### src/hdl/hxnb_ram.sv
// ----------------------------------------------------------------------------
// hxnb_ram
// Generic single-write, single-read RAM with registered read data.
// ----------------------------------------------------------------------------
module hxnb_ram #(
	parameter int WIDTH = 96,
	parameter int DEPTH = 8
) (
	input  logic                     clk,
	input  logic                     we,
	input  logic [$clog2(DEPTH)-1:0] waddr,
	input  logic [WIDTH-1:0]         wdata,
	input  logic [$clog2(DEPTH)-1:0] raddr,
	output logic [WIDTH-1:0]         rdata
);
	logic [WIDTH-1:0] mem_q [DEPTH];

	always_ff @(posedge clk) begin
		if (we) begin
			mem_q[waddr] <= wdata;
		end
		rdata <= mem_q[raddr];
	end
endmodule

### config.mk
export PLATFORM = sky130hd
export DESIGN_NAME = hxnb_ram
export DESIGN_NICKNAME = d
export VERILOG_FILES = /design/src/hdl/hxnb_ram.sv
export SDC_FILE = /design/constraint.sdc
export NUM_CORES = 1
export LEC_CHECK = 0
export BUFFER_PORTS_ARGS = -buffer_cell sky130_fd_sc_hd__buf_2
export CAP_MARGIN = 40
export CORE_MARGIN = 5
export CORE_UTILIZATION = 46
export CTS_CLUSTER_SIZE = 28
export DETAILED_ROUTE_END_ITERATION = 10
export REMOVE_ABC_BUFFERS = 1
export SLEW_MARGIN = 15
export SYNTH_ARGS = -nofsm -noshare
export SYNTH_HDL_FRONTEND = slang
export SYNTH_SLANG_ARGS = --single-unit
### constraint.sdc
create_clock -name clk -period 24.9 [get_ports clk]
set_clock_uncertainty 0.05 [all_clocks]
set_input_delay 3.735 -clock clk [delete_from_list [all_inputs] [get_ports clk]]
set_output_delay 3.735 -clock clk [all_outputs]
set_load 0.005 [all_outputs]
==> impl_summary.md <==
Worst setup path
The startpoint of the most critical register-to-register path is mem_q[3][17]. In this run the worst path has a maximum fanout of 67. The reg2reg setup slack is about 24 ns. The kind of critical path is input pin to flop. The data required time of the worst path is ~25 ns. The end of the worst register-to-register path is rdata[17]. The worst register-to-register path has a depth of 2. The kind of start point of the critical path is an input pin.

The critical path data arrival time is 6.44 ns. The critical path capture point type is a flop.

Route
The per-cell via count in the routed design is 5.408. The via count is around 13000. The final layout contains routed wiring with a total length of about 61 mm.

The number of nets with antenna violations after routing is 0. The detailed router finished its first iteration with 1137 violations. The number of design rule violations left after detail routing is 0.

The total iterations of the first detailed-routing run is 4. After detailed routing, the average wire length per cell comes to 24.92 um.

Clocking
The number of levels the H-tree was split into is 3. The deepest clock path buffer count is 3. TritonCTS built the clock tree. The worst-skew pair later-pin latency is 0.63 ns. Clock tree synthesis found a total of ~860 sinks. Gates resized during post-CTS repair numbered 0. CTS placed an instance of sky130_fd_sc_hd__clkbuf_16 at the clock tree root. After clock tree synthesis, the clock-pin slew on the worst setup and hold paths is 0.06 ns. Buffers inserted to repair hold after CTS numbered 0.

In this run the post-CTS setup repair buffer count came out at 0. The number of buffers created by CTS is 89.

Timing
Measured against its own limit, the worst slew margin works out to 0.4368. Setup repair after global routing left no endpoint under its margin. The maximum operating frequency is 167.2 MHz. After routing, the total negative slack on setup checks comes to 0 ns.

The count of endpoints failing hold in the final timing report was 0. The time the worst path needs with I/O delays and setup is around 6.0 ns. Setup violations remaining at the end of the flow were counted as 0.

At the pin with the least slew margin, the transition time is 0.8448 ns. The final number of max-transition violations came to 0. The share of the cycle needed by the critical path after routing is 0.2403. The worst path meets setup with 18.92 ns of slack.

Logic synthesis
By area the synthesized netlist is led by sky130_fd_sc_hd__edfxtp_1, sky130_fd_sc_hd__mux4_2, sky130_fd_sc_hd__dfxtp_1, sky130_fd_sc_hd__mux2_2, sky130_fd_sc_hd__buf_6. sky130_fd_sc_hd__edfxtp_1 takes more of the synthesized area than any other cell. After synthesis the netlist holds a flip-flop and latch count of 864. The number of warnings issued by yosys is 0. In this run, distinct cell masters in the synthesized netlist total 12. Synthesis handed over a netlist of approximately 1200 instances.

The top cell type's share of synthesized area is 0.7486. The mapped netlist covers 30810 um^2. The share of synthesized area occupied by flip-flops and latches is 0.8110.

The synthesized area per cell is 25.27 um^2.

Floorplanning
For this configuration, the core starts out at a cell density of 0.4661. The number of placement rows is 94. The die is 268.8 um wide. The die covers 72250 um^2.

The floorplan core area is 66100 um^2. In this run the count of I/O pins placed on the die edge is 200. Measured along the y axis, the die boundary spans 268.8 um.

Cells and area
The total number of nets in the final design is 1599. The combined area of the multi-input logic cells is ~5500 um^2. Leaving out fill and tap cells, the most frequent cells in the layout are sky130_fd_sc_hd__edfxtp_1, sky130_fd_sc_hd__buf_2, sky130_fd_sc_hd__mux4_2, sky130_fd_sc_hd__mux2_2, sky130_fd_sc_hd__dfxtp_1.

The sequential cell area is 24980 um^2. The relative area change from synthesis to final layout is 17.52%. For this run, the number of standard cells in the final layout without fillers is about 2400. Leaving out fill and tap cells, the most frequent cell in the layout is sky130_fd_sc_hd__edfxtp_1. Of the cells placed in the final design, the portion with a size suffix greater than 1 is 0.4252. The layout has 5001 filler cells.

Status
The flow ran to the end, and the final reports show no timing, DRC or antenna violations.

Global route
Entering global routing, the biggest net connects 72 pins. The number of antenna violations at the first check in global routing is 13. The busiest metal layer after global routing is met2. The aggregate global routing overflow is 0. The met2 usage is 0.2802. The number of global-route vias before repair is 14197. For this run, the total global-route usage over all layers was measured as 0.1704. The first global-routing pass estimated 91.05 mm of wire.

For met3 alone, demand over resource in global routing was 0.03586. The met1 layer usage reported by global route is 0.2355.

Worst hold path
The origin of the worst min-delay path is mem_q[7][81]. The tightest min-delay check is of the flop to flop type. The worst hold path was traced through 2 stages.

For hold timing, the worst endpoint is rdata[81].

Power
IR analysis of the VDD net gives a maximum drop of 0.05460 mV. For this design the ratio of total power to cell area is around 86 nW/um^2. The leakage power is 0.01196 uW.

Placed design
In this run the tool buffered the top-level ports with 199 buffer cells. At the end of routability-driven placement, the weighted congestion stood at 0.7008. The worst setup timing slack at the placement stage is ~18 ns.

The HPWL after detailed placement is 33.31 mm. The number of placed instances, taps included, is 2268.

Run
The max-capacitance violation count is 0.
layout make-up:
| class | instances | share of cell area |
|---|---|---|
| antenna | 6 | 0.0004147 |
| clock buffer | 125 | 0.06891 |
| clock inverter | 42 | 0.01275 |
| multi-input combinational | 301 | 0.1524 |
| sequential | 864 | 0.6901 |
| tap | 864 | 0.02986 |
| timing repair buffer | 239 | 0.04552 |
cell usage after synthesis:
library cell / n
sky130_fd_sc_hd__nand2b_1: 3
sky130_fd_sc_hd__buf_1: 10
sky130_fd_sc_hd__buf_2: 4
sky130_fd_sc_hd__mux2_2: 96
sky130_fd_sc_hd__dfxtp_1: 96
sky130_fd_sc_hd__nand2_1: 2
sky130_fd_sc_hd__clkbuf_1: 20
sky130_fd_sc_hd__buf_6: 20
sky130_fd_sc_hd__edfxtp_1: 768
sky130_fd_sc_hd__nor3_1: 2
sky130_fd_sc_hd__nor2_1: 6
sky130_fd_sc_hd__mux4_2: 192
power breakdown:
part / internal [uW] / total, uW / switching, uW
clock network: 786 / 1320 / 534
registers: 1640 / 1650 / 15.9
logic: 76.3 / 154 / 77.9
state kept, by name, summed over array words and instances, names as in the netlist:
signal,cells
rdata,96
mem_q,768
how the worst max path moves through the flow:
stage                   from          end  slack, ns  cells after the start
floorplan           waddr[2]  mem_q[0][0]      13.77                      2
global placement    raddr[0]    rdata[12]      17.63                      5
detailed placement  raddr[0]    rdata[72]      18.13                      7
CTS                 raddr[0]    rdata[72]      18.81                      7
global route        raddr[0]    rdata[51]      18.63                      7
finish              raddr[0]    rdata[39]      18.92                      7
cell families (layout without fill, tap and decap cells):
| group | after synthesis | in the layout | share of synthesized area |
|---|---|---|---|
| multiplexers | 288 | 288 | 0.1755 |
| AND/OR/NAND/NOR | 13 | 13 | 0.001909 |
| flip-flops | 864 | 864 | 0.8110 |
| other | 0 | 6 | 0 |
| buffers and inverters | 54 | 406 | 0.01162 |
stage by stage:
stage	area [um^2]	hold slack [ns]	total power, uW	utilization
after floorplan	30450	0.6065	1753	-
after global placement	32770	0.6124	1833	0.4957
after detailed placement	33230	0.6185	1844	0.5028
after CTS	36190	0.6305	3169	0.5475
after global routing	36190	0.6420	3245	0.5476
final	36200	0.6269	3127	0.5477
critical path, stage by stage:
cell and delay [ns]:
sky130_fd_sc_hd__buf_8 0.53, sky130_fd_sc_hd__buf_4 0.38, sky130_fd_sc_hd__buf_16 0.31, sky130_fd_sc_hd__buf_4 0.28, sky130_fd_sc_hd__buf_16 0.30, sky130_fd_sc_hd__mux4_2 0.55
sky130_fd_sc_hd__mux2_2 0.27
routing by layer:
metal  up-vias  wire (um)
li1       5742          -
met4        14       1115
met2       246      30750
met5         -         86
met3        81       2743
met1      7119      26120
No activity file was read; power rests on OpenSTA's default activity.
