`src/hdl/hxnb_smul.sv`:
```
// ----------------------------------------------------------------------------
// hxnb_smul
// Bit-serial unsigned shift-add multiplier, one multiplier bit per cycle.
// ----------------------------------------------------------------------------
module hxnb_smul #(
	parameter int AW = 67
) (
	input  logic            clk,
	input  logic            arst_n,
	input  logic            start,
	input  logic [AW-1:0]   a,
	input  logic [AW-1:0]   b,
	output logic            done,
	output logic [2*AW-1:0] prod
);
	localparam int KW = $clog2(AW + 1);

	logic [AW-1:0] a_q, hi_q, lo_q;
	logic [KW-1:0] cnt_q;
	logic          run_q, done_q;
	logic [AW:0]   sum;

	// Partial sum of the current step; its low bit drops into the low half.
	assign sum  = {1'b0, hi_q} + (lo_q[0] ? {1'b0, a_q} : {(AW+1){1'b0}});
	assign done = done_q;
	assign prod = {hi_q, lo_q};

	always_ff @(posedge clk or negedge arst_n) begin
		if (!arst_n) begin
			run_q  <= 1'b0;
			done_q <= 1'b0;
			cnt_q  <= '0;
		end else begin
			done_q <= 1'b0;
			if (start) begin
				run_q <= 1'b1;
				cnt_q <= '0;
			end else if (run_q) begin
				cnt_q <= cnt_q + 1'b1;
				if (cnt_q == KW'(AW - 1)) begin
					run_q  <= 1'b0;
					done_q <= 1'b1;
				end
			end
		end
	end

	always_ff @(posedge clk) begin
		if (start) begin
			a_q  <= a;
			hi_q <= '0;
			lo_q <= b;
		end else if (run_q) begin
			hi_q <= sum[AW:1];
			lo_q <= {sum[0], lo_q[AW-1:1]};
		end
	end
endmodule

```
`config.mk`:
```
export PLATFORM = sky130hd
export DESIGN_NAME = hxnb_smul
export DESIGN_NICKNAME = d
export VERILOG_FILES = /design/src/hdl/hxnb_smul.sv
export SDC_FILE = /design/constraint.sdc
export NUM_CORES = 1
export LEC_CHECK = 0
export ABC_AREA = 0
export BUFFER_PORTS_ARGS = -buffer_cell sky130_fd_sc_hd__buf_4
export CAP_MARGIN = 20
export CORE_UTILIZATION = 35
export DETAILED_ROUTE_END_ITERATION = 10
export HOLD_SLACK_MARGIN = 0.02
export PLACE_DENSITY_LB_ADDON = 0.1
export SLEW_MARGIN = 30
export SYNTH_ARGS = -nofsm -noshare
export SYNTH_HDL_FRONTEND = slang
export SYNTH_SLANG_ARGS = --single-unit
```
`constraint.sdc`:
```
create_clock -name clk -period 3 [get_ports clk]
set_input_delay 0.9 -clock clk [delete_from_list [all_inputs] [get_ports clk]]
set_output_delay 0.9 -clock clk [all_outputs]
set_load 0.005 [all_outputs]
```
==> qor.txt <==
status = complete, but fails checks
violations in the final reports = setup timing
start of the worst register-to-register path = lo_q[0]
max-cap violation count = 0
nets in the synthesized netlist = 1350
area grow syn2layout = 47.44%
via count normalized by instance count = 4.994
met1 routing resource usage after global routing = 26.56%
Clock Skews = 0.02056 ns
worst rel slew slack = 47.75%
Final ANT Viol Nets = 0
Async S/R FF share, synth = 4.286%
CP Capture Type = flop
buffering stage count on the worst path with inverters included = 3
number of cells produced by synthesis = 1143
placed cell count = 2006
total number of placement rows = 67
power density normalized to cell area = 673.9 nW/µm²
ordered list of cells on the worst path = buf_6 -> and2_4 -> ha_4 -> fa_2 -> a21oi_4 -> nor2_4 -> o2111ai_4 -> a2111oi_4 -> buf_4 -> o211ai_1 -> buf_4 -> a21oi_4 -> o21bai_1 -> nand3_1 -> a32o_1
DRC violations left = 0
RSZ-0062 raised after global routing = true
x dimension of the die = 187.4 µm
count of hold-fix buffers inserted at cts = 0
Worst R2R End = hi_q[59]
Root Buffer Master = sky130_fd_sc_hd__clkbuf_16
Max Fclk = 313.0 MHz
Clock Power Share = 30.3%
deepest level of the CTS H-tree = 1
number of distinct library cells after synthesis = 71
count of buffers from port buffering = 271
total iterations of the first detailed-routing run = 4
most congested layer reported by global routing = met2
number of antenna diodes = 0
cell class contributing the biggest share of worst-path delay = compound AO/OA/AOI/OAI gates
die area = 35100 µm²
pin count of the biggest net entering global routing = 63
maximum vdd drop = 534.2 µV
Worst Max-Slew Pin Slew = 0.7837 ns
clock insertion delay at the later pin of the skew report = 0.57 ns
cell-internal power = 0.008159 W
final cell count without fillers = 2066
total wirelength of the detailed-routed design = 36500 µm
total global routing overflow = 0
Filler Cells Inserted = 3130
Net Sw Power = 0.003789 W
CORE AREA = 33700 µm²
portion of synthesized cell area occupied by the leading cell type = 33.46%
vias = 10.32k
post-synthesis area per instance = 10.52 µm²
antenna violations before repair = 0
number of slew-limit violations in the final report = 0
number of DRC markers after the initial detailed-route iteration = 499
EDFF count, synth = 134
fin crit period = 3.195 ns
relative contribution of combinational cells to total power = 36.9%
share of layout cells above drive strength 1 = 44.75%
clock transition at the registers of the reported paths = 0.07 ns
Yosys reg bits = 210
Die Height = 187.4 µm
setup slack on the worst flop-to-flop path = -0.19 ns
number of global-route vias before repair = 10.47k
number of failing setup endpoints in the final timing report = 28
wire length per cell = 17.67 µm
count of pins on the block boundary = 272
first-pass GRT wire length = 56750 µm
worst hold slack = 0.1354 ns
type of the worst min-delay path = input port to asynchronous set/reset pin
post-route fraction of the period consumed by the critical path = 106.5%
GR Util met2 = 32.96%
half-perimeter wire length of the detailed placement result = 27110 µm
clock buffers created by TritonCTS = 27
met3 track demand over resource = 5.272%
largest incremental delay on the critical path = 0.47 ns
Synth area leaders = sky130_fd_sc_hd__edfxtp_1 (33%), sky130_fd_sc_hd__dfxtp_1 (11%), sky130_fd_sc_hd__ha_1 (7.2%)
effective utilization at floorplan = 35.68%
Warnings, synthesis = 0
CTS tree = built
cell type with the largest total area after synthesis = sky130_fd_sc_hd__edfxtp_1
largest fanout of any net on the critical path = 18
Leak = 7.694 nW
critical path arrival = 3.66 ns
routability-driven placement congestion ratio = 0.9405
worst r2r path cells = 15
nets@finish = 1804
global-route total usage across every layer = 20.25%
Slowest-stage cell, CP = sky130_fd_sc_hd__edfxtp_1
final setup margin = -0.1947 ns
netlist area before placement = 12030 µm²
sink count of the clock tree = 210
crit path launch type = flop
kind of critical path = flop to flop
most common flop cell mapped by yosys = sky130_fd_sc_hd__edfxtp_1
Seq/Total Area, Yosys = 46.49%
switch share = 31.71%
Reg power frac = 32.8%
number of buffers on the longest clock path = 3
final hold violation count = 0
worst path required time = 3.46 ns
flip-flops by register name (all words and copies together) (netlist names):
signal	count
a_q	67
hi_q	67
lo_q	67
cnt_q	7
done	1
run_q	1
Yosys cell counts, types with 3 or more instances:
master and n:
sky130_fd_sc_hd__nand2_1 89, sky130_fd_sc_hd__xor2_1 30, sky130_fd_sc_hd__ha_1 69, sky130_fd_sc_hd__nor2_1 87, sky130_fd_sc_hd__a21oi_1 97, sky130_fd_sc_hd__nand3_1 11, sky130_fd_sc_hd__and3_1 4, sky130_fd_sc_hd__dfxtp_1 67
sky130_fd_sc_hd__o21bai_1 17, sky130_fd_sc_hd__o211ai_1 7, sky130_fd_sc_hd__dfrtp_1 9, sky130_fd_sc_hd__o22ai_1 7, sky130_fd_sc_hd__o21a_1 7, sky130_fd_sc_hd__clkbuf_1 32, sky130_fd_sc_hd__nor4_1 5, sky130_fd_sc_hd__a221o_1 3
sky130_fd_sc_hd__clkbuf_8 7, sky130_fd_sc_hd__o31ai_1 3, sky130_fd_sc_hd__o21ai_1 9, sky130_fd_sc_hd__mux2_2 67, sky130_fd_sc_hd__mux2i_1 26, sky130_fd_sc_hd__edfxtp_1 134, sky130_fd_sc_hd__inv_1 23, sky130_fd_sc_hd__xnor2_1 32
sky130_fd_sc_hd__a211oi_1 12, sky130_fd_sc_hd__o2111ai_1 3, sky130_fd_sc_hd__or3_1 7, sky130_fd_sc_hd__nor2b_1 6, sky130_fd_sc_hd__a31oi_1 7, sky130_fd_sc_hd__a21o_1 39, sky130_fd_sc_hd__nand2b_1 6, sky130_fd_sc_hd__nand4_1 24
sky130_fd_sc_hd__and2_1 71, sky130_fd_sc_hd__nor3_1 9, sky130_fd_sc_hd__o21ai_0 70
cell type report:
type / count / area [µm²] / share of cell area [%]
multi-input cells: 861 / 6857 / 38.67
inverters: 23 / 90.09 / 0.5081
well taps: 448 / 560.5 / 3.162
clock inverters: 15 / 205.2 / 1.157
repair buffers: 474 / 3625 / 20.44
flip-flops and latches: 210 / 5592 / 31.54
clock buffers: 35 / 800.8 / 4.517
worst reg2reg max path: stages, from the launching register on:
cell and delay (ns):
sky130_fd_sc_hd__edfxtp_1 0.47, sky130_fd_sc_hd__buf_6 0.20, sky130_fd_sc_hd__and2_4 0.15, sky130_fd_sc_hd__ha_4 0.15
sky130_fd_sc_hd__fa_2 0.38, sky130_fd_sc_hd__a21oi_4 0.20, sky130_fd_sc_hd__nor2_4 0.07, sky130_fd_sc_hd__o2111ai_4 0.26
sky130_fd_sc_hd__a2111oi_4 0.11, sky130_fd_sc_hd__buf_4 0.15, sky130_fd_sc_hd__o211ai_1 0.16, sky130_fd_sc_hd__buf_4 0.18
sky130_fd_sc_hd__a21oi_4 0.08, sky130_fd_sc_hd__o21bai_1 0.19, sky130_fd_sc_hd__nand3_1 0.10, sky130_fd_sc_hd__a32o_1 0.25
metrics by stage:
stage	cell area (µm²)	worst slack, ns	power (W)	TNS (ns)	utilization, %
3_3_place_gp	15810	-0.5929	0.007928	-9.308	46.90
5_1_grt	17730	-0.3490	0.01260	-7.440	52.61
2_1_floorplan	12080	-0.05282	0.006008	-0.07266	-
3_5_place_dp	15810	-0.5820	0.007932	-10.62	46.90
4_1_cts	17400	-0.1860	0.01192	-2.163	51.63
6_report	17730	-0.1947	0.01195	-1.997	52.61
metal layers:
layer,share of wire [%],wire [µm]
met5,0,0
met3,6.6,2394
met4,2.2,795
met2,46,16760
met1,45,16550
power groups by stage:
stage	sequential (W)	clock [W]	combinational [W]
final	0.00392	0.00361	0.00441
after CTS	0.00392	0.00371	0.00428
after floorplan	0.00386	0	0.00215
after global placement	0.00393	0	0.00400
after global routing	0.00398	0.00380	0.00482
after detailed placement	0.00393	0	0.00401
timing repair:
action	in CTS	in global routing
setup buffers	5	4
resized for setup	93	61
pin swaps	12	9
setup endpoints to repair	44	43
gates cloned	0	1
worst max-delay path by stage:
stage | start | end | cells past startpoint
detailed placement | lo_q[0] | hi_q[63] | 14
global placement | lo_q[0] | hi_q[64] | 13
finish | lo_q[0] | hi_q[59] | 15
global route | lo_q[0] | hi_q[59] | 15
CTS | lo_q[0] | hi_q[64] | 13
floorplan | lo_q[0] | hi_q[59] | 14
kinds of logic after synthesis:
kind of cell,share of synthesized area [%]
compound gates,15.75
xor+xnor,4.516
fa+ha+maj,7.346
buf+inv,3.579
flops,46.49
mux,8.438
simple gates,13.88
layout by cell type (no fill, tap or decap), drive strengths merged, types with 3 or more instances in the layout:
cell type	netlist	layout
or3	7	7
mux2	67	67
clkinvlp	0	4
o21ai	79	79
nand2	91	91
and3	6	6
a21o	40	40
o21a	7	7
buf	7	473
a2111oi	3	3
xor2	30	30
inv	23	25
a211oi	13	13
dfrtp	9	9
o22ai	7	7
clkbuf	39	36
a221o	3	3
nor2b	6	6
nor2	88	88
a21oi	97	97
nor4	6	6
dfxtp	67	67
a31oi	7	7
xnor2	32	32
nor3	10	10
o211ai	9	9
o2111ai	3	3
o31ai	3	3
nand2b	6	6
clkinv	0	5
bufinv	0	4
nand4	25	25
mux2i	26	26
o21bai	17	17
edfxtp	134	134
nand3	13	13
ha	69	69
and2	72	72
No activity file was read; power rests on OpenSTA's default activity.
